## config.mk

```make
export PLATFORM = sky130hd
export DESIGN_NAME = timed_solution_rotation_top
export DESIGN_NICKNAME = d
export VERILOG_FILES = /design/src/rtl/tsr_pkg.sv /design/src/rtl/timed_solution_rotation_top.sv
export SDC_FILE = /design/constraint.sdc
export NUM_CORES = 2
export LEC_CHECK = 0
export BUFFER_PORTS_ARGS = -buffer_cell sky130_fd_sc_hd__buf_2
export CORE_ASPECT_RATIO = 1.4
export CORE_UTILIZATION = 59
export CTS_CLUSTER_DIAMETER = 100
export CTS_CLUSTER_SIZE = 30
export DETAILED_ROUTE_END_ITERATION = 16
export PLACE_DENSITY_LB_ADDON = 0.15
export RECOVER_POWER = 25
export SETUP_SLACK_MARGIN = 0.5
export SLEW_MARGIN = 20
export SYNTH_ARGS = -nofsm -noshare
export SYNTH_HDL_FRONTEND = slang
export SYNTH_SLANG_ARGS = --single-unit
```

## constraint.sdc

```tcl
create_clock -name clk -period 6.7 [get_ports clk]
set_input_delay 1.005 -clock clk [delete_from_list [all_inputs] [get_ports clk]]
set_output_delay 1.005 -clock clk [all_outputs]
set_load 0.01 [all_outputs]
```

## src/rtl/tsr_pkg.sv

```systemverilog
// ----------------------------------------------------------------------------
// tsr_pkg: shared types and constants of the timed solution rotation block
// cycle tables, register indexes and pipeline stage types
// ----------------------------------------------------------------------------
package tsr_pkg;

    localparam int NUM_SOLUTIONS = 4;
    localparam int HOURS_PER_DAY = 24;
    localparam int MIN_PER_HOUR  = 60;
    localparam int PCT_FULL      = 100;

    localparam int TW = 11;   // minutes of day
    localparam int PW = 18;   // scaled minutes (x100)
    localparam int CW = 7;    // running share sum
    localparam int SW = 2;    // solution or rank index

    // floor(x / 100) = (x * RECIP_100) >> RECIP_SHIFT, exact for x below 199728
    localparam int          RECIP_SHIFT = 24;
    localparam logic [PW-1:0] RECIP_100 = PW'(167773);

    localparam logic [1:0] REG_CYCLES = 2'd0;
    localparam logic [1:0] REG_START  = 2'd1;
    localparam logic [1:0] REG_RANK   = 2'd2;
    localparam logic [1:0] REG_SHARE  = 2'd3;

    localparam logic [4:0]  RST_CYCLES = 5'd1;
    localparam logic [4:0]  RST_START  = 5'd0;
    localparam logic [7:0]  RST_RANK   = 8'd228;
    localparam logic [31:0] RST_SHARE  = 32'h1919_1919;

    typedef struct packed {
        logic                         ok;
        logic [HOURS_PER_DAY-1:0]     mask;   // hour offsets from the first start at which a cycle starts
        logic [TW-1:0]                lmin;   // cycle length in minutes
    } cycle_info_t;

    typedef struct packed {
        logic [TW-1:0]                          t;
        logic [TW-1:0]                          base;
        logic [TW-1:0]                          lmin;
        logic [HOURS_PER_DAY-1:0]               mask;
        logic [NUM_SOLUTIONS-1:0][CW-1:0]       cum;
        logic [NUM_SOLUTIONS-1:0][SW-1:0]       sol;
        logic                                   fallback;
    } s1_t;

    typedef struct packed {
        logic [TW-1:0]                          elapsed;
        logic [NUM_SOLUTIONS-1:0][PW-1:0]       cuml;
        logic [NUM_SOLUTIONS-1:0][SW-1:0]       sol;
        logic                                   fallback;
    } s2_t;

    typedef struct packed {
        logic [PW-1:0]                          e100;
        logic [NUM_SOLUTIONS-1:0][PW-1:0]       cuml;
        logic [NUM_SOLUTIONS-1:0][SW-1:0]       sol;
        logic                                   fallback;
    } s3_t;

    typedef struct packed {
        logic [PW-1:0]                          diff;
        logic [SW-1:0]                          active;
        logic                                   fallback;
    } s4_t;

    typedef struct packed {
        logic [TW-1:0]                          minutes;
        logic [SW-1:0]                          active;
        logic                                   fallback;
    } s5_t;

    function automatic cycle_info_t cycle_info(input logic [4:0] cycles);
        cycle_info_t r;
        r.ok = 1'b1;
        case (cycles)
            5'd1:    begin r.mask = 24'h000001; r.lmin = 11'd1440; end
            5'd2:    begin r.mask = 24'h001001; r.lmin = 11'd720;  end
            5'd3:    begin r.mask = 24'h010101; r.lmin = 11'd480;  end
            5'd4:    begin r.mask = 24'h041041; r.lmin = 11'd360;  end
            5'd6:    begin r.mask = 24'h111111; r.lmin = 11'd240;  end
            5'd8:    begin r.mask = 24'h249249; r.lmin = 11'd180;  end
            5'd12:   begin r.mask = 24'h555555; r.lmin = 11'd120;  end
            5'd24:   begin r.mask = 24'hFFFFFF; r.lmin = 11'd60;   end
            default: begin r.mask = 24'h000001; r.lmin = 11'd1440; r.ok = 1'b0; end
        endcase
        return r;
    endfunction

endpackage

```

## src/rtl/timed_solution_rotation_top.sv

```systemverilog
// ----------------------------------------------------------------------------
// timed_solution_rotation_top: time-of-day solution rotator
// maps a (hour, minute) request to the active solution and minutes to change
// ----------------------------------------------------------------------------
// A request is taken in every cycle while the pipeline is not held, and its result
// appears on the master side through a five-stage pipeline: settings decode, elapsed
// time with share products, scaling by 100, turn selection, and division by
// 100 as a reciprocal multiply. Backpressure on the master side stalls only
// the stages that hold data. Registers are written over the APB-style port
// and must only change while no request is in flight.
module timed_solution_rotation_top
(
    input  logic        clk,
    input  logic        rst_n,
    // slave side
    input  logic        s_tvalid,
    output logic        s_tready,
    input  logic [15:0] s_tdata,    // hour[4:0], minute[10:5]
    // master side
    output logic        m_tvalid,
    input  logic        m_tready,
    output logic [15:0] m_tdata,    // active_solution[2:0], minutes_to_change[13:3]
    output logic        m_tuser,    // settings_fallback[0]
    // configuration
    input  logic        psel,
    input  logic        penable,
    input  logic        pwrite,
    input  logic [3:0]  paddr,
    input  logic [31:0] pwdata,
    output logic [31:0] prdata,
    output logic        pready
);

    localparam int NS = tsr_pkg::NUM_SOLUTIONS;
    localparam int HD = tsr_pkg::HOURS_PER_DAY;

    logic [4:0]  cycles_reg, start_reg;
    logic [7:0]  rank_reg;
    logic [31:0] share_reg;

    logic v1_reg, v2_reg, v3_reg, v4_reg, v5_reg;
    logic rdy1, rdy2, rdy3, rdy4, rdy5;

    tsr_pkg::s1_t s1_reg, s1_next;
    tsr_pkg::s2_t s2_reg, s2_next;
    tsr_pkg::s3_t s3_reg, s3_next;
    tsr_pkg::s4_t s4_reg, s4_next;
    tsr_pkg::s5_t s5_reg, s5_next;

    // configuration port
    assign pready = 1'b1;

    always_ff @(posedge clk or negedge rst_n)
    begin
        if (!rst_n)
        begin
            cycles_reg <= tsr_pkg::RST_CYCLES;
            start_reg  <= tsr_pkg::RST_START;
            rank_reg   <= tsr_pkg::RST_RANK;
            share_reg  <= tsr_pkg::RST_SHARE;
        end
        else if (psel && penable && pwrite && pready)
        begin
            case (paddr[3:2])
                tsr_pkg::REG_CYCLES: cycles_reg <= pwdata[4:0];
                tsr_pkg::REG_START:  start_reg  <= pwdata[4:0];
                tsr_pkg::REG_RANK:   rank_reg   <= pwdata[7:0];
                tsr_pkg::REG_SHARE:  share_reg  <= pwdata;
                default:             ;
            endcase
        end
    end

    always_comb
    begin
        case (paddr[3:2])
            tsr_pkg::REG_CYCLES: prdata = {27'd0, cycles_reg};
            tsr_pkg::REG_START:  prdata = {27'd0, start_reg};
            tsr_pkg::REG_RANK:   prdata = {24'd0, rank_reg};
            tsr_pkg::REG_SHARE:  prdata = share_reg;
            default:             prdata = 32'd0;
        endcase
    end

    // pipeline flow control
    assign rdy5     = !v5_reg || m_tready;
    assign rdy4     = !v4_reg || rdy5;
    assign rdy3     = !v3_reg || rdy4;
    assign rdy2     = !v2_reg || rdy3;
    assign rdy1     = !v1_reg || rdy2;
    assign s_tready = rdy1;

    always_ff @(posedge clk or negedge rst_n)
    begin
        if (!rst_n)
        begin
            v1_reg <= 1'b0;
            v2_reg <= 1'b0;
            v3_reg <= 1'b0;
            v4_reg <= 1'b0;
            v5_reg <= 1'b0;
        end
        else
        begin
            if (rdy1) v1_reg <= s_tvalid;
            if (rdy2) v2_reg <= v1_reg;
            if (rdy3) v3_reg <= v2_reg;
            if (rdy4) v4_reg <= v3_reg;
            if (rdy5) v5_reg <= v4_reg;
        end
    end

    always_ff @(posedge clk)
    begin
        if (rdy1) s1_reg <= s1_next;
        if (rdy2) s2_reg <= s2_next;
        if (rdy3) s3_reg <= s3_next;
        if (rdy4) s4_reg <= s4_next;
        if (rdy5) s5_reg <= s5_next;
    end

    // stage 1: settings decode and time of day in minutes
    always_comb
    begin
        tsr_pkg::cycle_info_t info;
        logic [NS-1:0][1:0]   rk;
        logic [NS-1:0][7:0]   sh;
        logic [NS-1:0]        seen;
        logic [9:0]           sum;
        logic [4:0]           q;
        logic [4:0]           begin_h;
        logic [6:0]           c;
        logic                 valid;

        info = tsr_pkg::cycle_info(cycles_reg);
        seen = '0;
        sum  = '0;
        for (int i = 0; i < NS; i++)
        begin
            rk[i] = rank_reg[2*i +: 2];
            sh[i] = share_reg[8*i +: 8];
            seen[rk[i]] = 1'b1;
            sum = sum + 10'(sh[i]);
        end
        valid = info.ok && (start_reg < 5'(HD)) && (&seen) &&
                (sum == 10'(tsr_pkg::PCT_FULL));

        q = '0;
        for (int j = 0; j < HD; j++)
        begin
            if (info.mask[j] && (5'(j) <= start_reg))
                q = 5'(j);
        end
        begin_h = start_reg - q;

        s1_next = '0;
        if (valid)
        begin
            s1_next.mask = info.mask;
            s1_next.lmin = info.lmin;
            for (int i = 0; i < NS; i++)
                s1_next.sol[rk[i]] = 2'(i);
        end
        else
        begin
            begin_h      = '0;
            s1_next.mask = 24'h000001;
            s1_next.lmin = 11'(HD * tsr_pkg::MIN_PER_HOUR);
            for (int i = 0; i < NS; i++)
            begin
                s1_next.sol[i] = 2'(i);
                sh[i] = 8'(tsr_pkg::PCT_FULL / NS);
            end
        end

        c = '0;
        for (int r = 0; r < NS; r++)
        begin
            c = c + 7'(sh[s1_next.sol[r]]);
            s1_next.cum[r] = c;
        end

        s1_next.t = 11'(s_tdata[4:0]) * 11'(tsr_pkg::MIN_PER_HOUR) + 11'(s_tdata[10:5]);
        s1_next.base = 11'(begin_h) * 11'(tsr_pkg::MIN_PER_HOUR);
        s1_next.fallback = !valid;
    end

    // stage 2: minutes into the cycle, share bounds in minutes x100
    always_comb
    begin
        logic [10:0] d;
        logic [10:0] off;

        d   = s1_reg.t - s1_reg.base;
        off = '0;
        for (int j = 0; j < HD; j++)
        begin
            if (s1_reg.mask[j] && (11'(j * tsr_pkg::MIN_PER_HOUR) <= d))
                off = 11'(j * tsr_pkg::MIN_PER_HOUR);
        end
        if (s1_reg.t >= s1_reg.base)
            s2_next.elapsed = d - off;
        else
            s2_next.elapsed = 11'(12'(s1_reg.t) + 12'(s1_reg.lmin) - 12'(s1_reg.base));

        for (int r = 0; r < NS; r++)
            s2_next.cuml[r] = 18'(s1_reg.cum[r]) * 18'(s1_reg.lmin);
        s2_next.sol      = s1_reg.sol;
        s2_next.fallback = s1_reg.fallback;
    end

    // stage 3: elapsed minutes x100
    always_comb
    begin
        s3_next.e100     = 18'(s2_reg.elapsed) * 18'(tsr_pkg::PCT_FULL);
        s3_next.cuml     = s2_reg.cuml;
        s3_next.sol      = s2_reg.sol;
        s3_next.fallback = s2_reg.fallback;
    end

    // stage 4: first turn whose end is not before now, boundary goes to earlier
    always_comb
    begin
        logic [1:0]  sel;
        logic [17:0] lim;

        sel = 2'(NS - 1);
        for (int r = NS - 2; r >= 0; r--)
        begin
            if (s3_reg.e100 <= s3_reg.cuml[r])
                sel = 2'(r);
        end
        lim = s3_reg.cuml[sel];
        s4_next.diff     = (lim > s3_reg.e100) ? (lim - s3_reg.e100) : '0;
        s4_next.active   = s3_reg.sol[sel];
        s4_next.fallback = s3_reg.fallback;
    end

    // stage 5: divide by 100
    always_comb
    begin
        logic [35:0] prod;

        prod = 36'(s4_reg.diff) * 36'(tsr_pkg::RECIP_100);
        s5_next.minutes  = prod[tsr_pkg::RECIP_SHIFT +: tsr_pkg::TW];
        s5_next.active   = s4_reg.active;
        s5_next.fallback = s4_reg.fallback;
    end

    assign m_tvalid = v5_reg;
    assign m_tdata  = {2'b00, s5_reg.minutes, 3'(s5_reg.active) + 3'd1};
    assign m_tuser  = s5_reg.fallback;

endmodule

```

==> run summary <==
Reg2Reg Depth -> 26
Avg Cell Area, Syn -> 10.4 µm²
YS warnings -> 0
DRC marker count from the first detailed-route iteration -> 1216
CP max-delay cell -> fa_1
Antenna diodes -> 0
Die extent in y -> 285 µm
Register area share after synthesis -> 28.9%
Fin. max-slew vios -> 56
Nets@finish -> 4205
Core area -> 56400 µm²
Site Rows -> 103
Period utilization -> 98.3%
Number of remaining DRC errors -> 0
Post-Syn Instances -> 3256
Top post-synthesis cells by area -> edfxtp_1 25%, fa_1 18%, ha_1 17%, inv_1 6.0%, nand2_1 3.0%
Crit. End Element -> flip-flop
CTS max path bufs -> 3
Main flop type after synthesis -> edfxtp_1
Hold Worst Slack -> 0.412 ns
Clock Skews -> 0.0401 ns
Hold Path Cell Cnt -> 0
Max transition margin -> -97.5%
Fill cells -> 4483
Setup CP Type -> flip-flop to flip-flop
Library cells used by synthesis -> 98
Critical path arrival -> 6.91 ns
RSZ-0062 raised after global routing -> true
Worst slew pin tran -> 2.96 ns
Critical path data required time -> 7.02 ns
GP Congestion -> 0.996
Final hold vios -> 0
Max reg flops -> 89
Mapped Area -> 33700 µm²
Worst min-delay path class -> flip-flop to flip-flop
Via density -> 5.75
I/O pins -> 111
Delay of the slowest critical-path stage -> 0.58 ns
CP max FO -> 6
CTS Hold Bufs -> 0
RR Startpoint -> share_reg[17]
Clock Latency Late Sink -> 0.56 ns
Failing checks -> max-capacitance violations, max-slew violations
Post-Route WL -> 81300 µm
Utilization after layout -> 65.0%
Number of synthesized flops with an enable pin -> 278
Worst Setup Start Kind -> flip-flop
Worst Hold Path EP -> s3_reg[73]
R2r setup slk -> 0.12 ns
Post-synthesis async set-or-reset flop share -> 16.5%
CTS Sinks -> 333
Final HPWL DP -> 66100 µm
Port buffer count -> 100
Area grow syn2layout -> 8.69%
GRT Residual Overflow -> 0
Max-cap check violation count -> 1
Fraction of layout cells with a size suffix above 1 -> 13.7%
Vias in the first global route -> 25.1k
Yosys reg bits -> 333
Die width -> 204 µm
Global Route Usage Sum -> 28.3%
Antenna violations before repair -> 0
Largest net degree at the start of global routing -> 81
Fmax -> 0.152 GHz
Setup crit start -> share_reg[17]
Worst reg2reg endpoint -> s1_reg[36]
CTS tree -> yes
Final ANT Viol Nets -> 0
Status -> complete, but fails checks
Post-synth top area share -> 24.7%
Clock-pin slew on the worst setup and hold paths -> 0.11 ns
Vias -> 23.7k
Top cell type by total area after synthesis -> edfxtp_1
Clock buffer count from CTS -> 17
Top-count cell post-synth -> inv_1
First-pass GRT wire length -> 128000 µm
Design Area, Final -> 36700 µm²
Root Driver -> clkbuf_16
Post-DP Area -> 35200 µm²
H-Tree Depth -> 1
Leading cell types by count after synthesis -> 538 x inv_1, 467 x ha_1, 298 x fa_1
Drt first pass iters -> 5
Min-delay src -> s2_reg[73]
Crit path time final -> 6.58 ns
Final setup fails -> 0
Routed wire per std cell -> 19.7 µm
Initial core utilization -> 59.8%
Die Area -> 58200 µm²
-- worst max-delay path by stage --
stage / endpoint / slack, ns / depth (start not counted)
after floorplan: s1_reg[36] / 0.37 / 27
after CTS: s1_reg[36] / 0.28 / 26
after global placement: s1_reg[36] / 0.24 / 26
after detailed placement: s1_reg[36] / 0.16 / 25
after global routing: s1_reg[36] / -0.21 / 26
final: s1_reg[36] / 0.12 / 26
-- metal layers --
layer  routed length, µm  vias to the layer above  GRT usage, %  share of wire [%]
met2               44700                      555          54.8                 55
met5                   0                        -             0                  0
met3                2460                      216          2.22                3.0
li1                    -                    11200             -                  -
met4                5600                        0          17.9                6.9
met1               28500                    11800          28.8                 35
-- through the flow --
step,setup slack (ns),std cells,setup TNS (ns)
2_1_floorplan,0.371,3257,0
3_3_place_gp,0.245,4033,0
3_5_place_dp,0.156,4033,0
4_1_cts,0.279,4093,0
5_1_grt,-0.207,4125,-0.255
6_report,0.115,4125,0
-- worst max-delay path: cells and delay by family, from the launching register on --
family                   cells  cell delay, ns
flip-flops                   1            0.43
XOR/XNOR                     4            0.60
buffers and inverters        2            0.24
AND/OR/NAND/NOR              6            1.23
adder cells (fa/ha/maj)      7            2.71
AO/OA/AOI/OAI                7            1.12
-- area by class of cell --
type / count / area [µm²] / share of cell area (%)
flip-flops and latches: 333 / 9750 / 26.6
multi-input cells: 2251 / 21900 / 59.6
inverters: 542 / 2040 / 5.55
well taps: 735 / 920 / 2.51
clock buffers: 20 / 437 / 1.19
clock inverters: 8 / 115 / 0.314
repair buffers: 236 / 1570 / 4.29
-- placed cells by master, fill, tap and decap left out, drive strengths merged, types with 14 or more instances in the layout --
cell type,instances
a211oi,16
a21o,60
a21oi,174
a221o,15
and2,106
and3,38
buf,232
clkbuf,24
dfrtp,38
dfstp,17
edfxtp,278
fa,298
ha,467
inv,547
mux2,58
mux2i,37
nand2,270
nand2b,26
nand3,35
nand4,21
nor2,111
nor2b,21
nor3,39
o21a,14
o21ai,93
o21bai,43
xnor2,114
xor2,45
-- logic make-up (layout without fill, tap and decap cells) --
| logic type | count (synthesis) | count (layout) | synth area share, % |
|---|---|---|---|
| fa+ha+maj | 765 | 765 | 35.0 |
| simple gates | 700 | 700 | 10.2 |
| flops | 333 | 333 | 28.9 |
| compound gates | 518 | 518 | 10.2 |
| buf+inv | 673 | 806 | 7.79 |
| mux | 106 | 106 | 3.77 |
| xor+xnor | 159 | 159 | 4.22 |
| other cells | 2 | 3 | 0.0223 |
-- repair_timing --
action                                  4_1_cts  5_1_grt
pin swaps                                    34       53
endpoints found under the setup margin        6       32
gates resized for setup                      20       77
setup buffers                                32       32
Power is not shown: default switching activity piles up to over one toggle a cycle in this logic, so the estimate is an artifact.
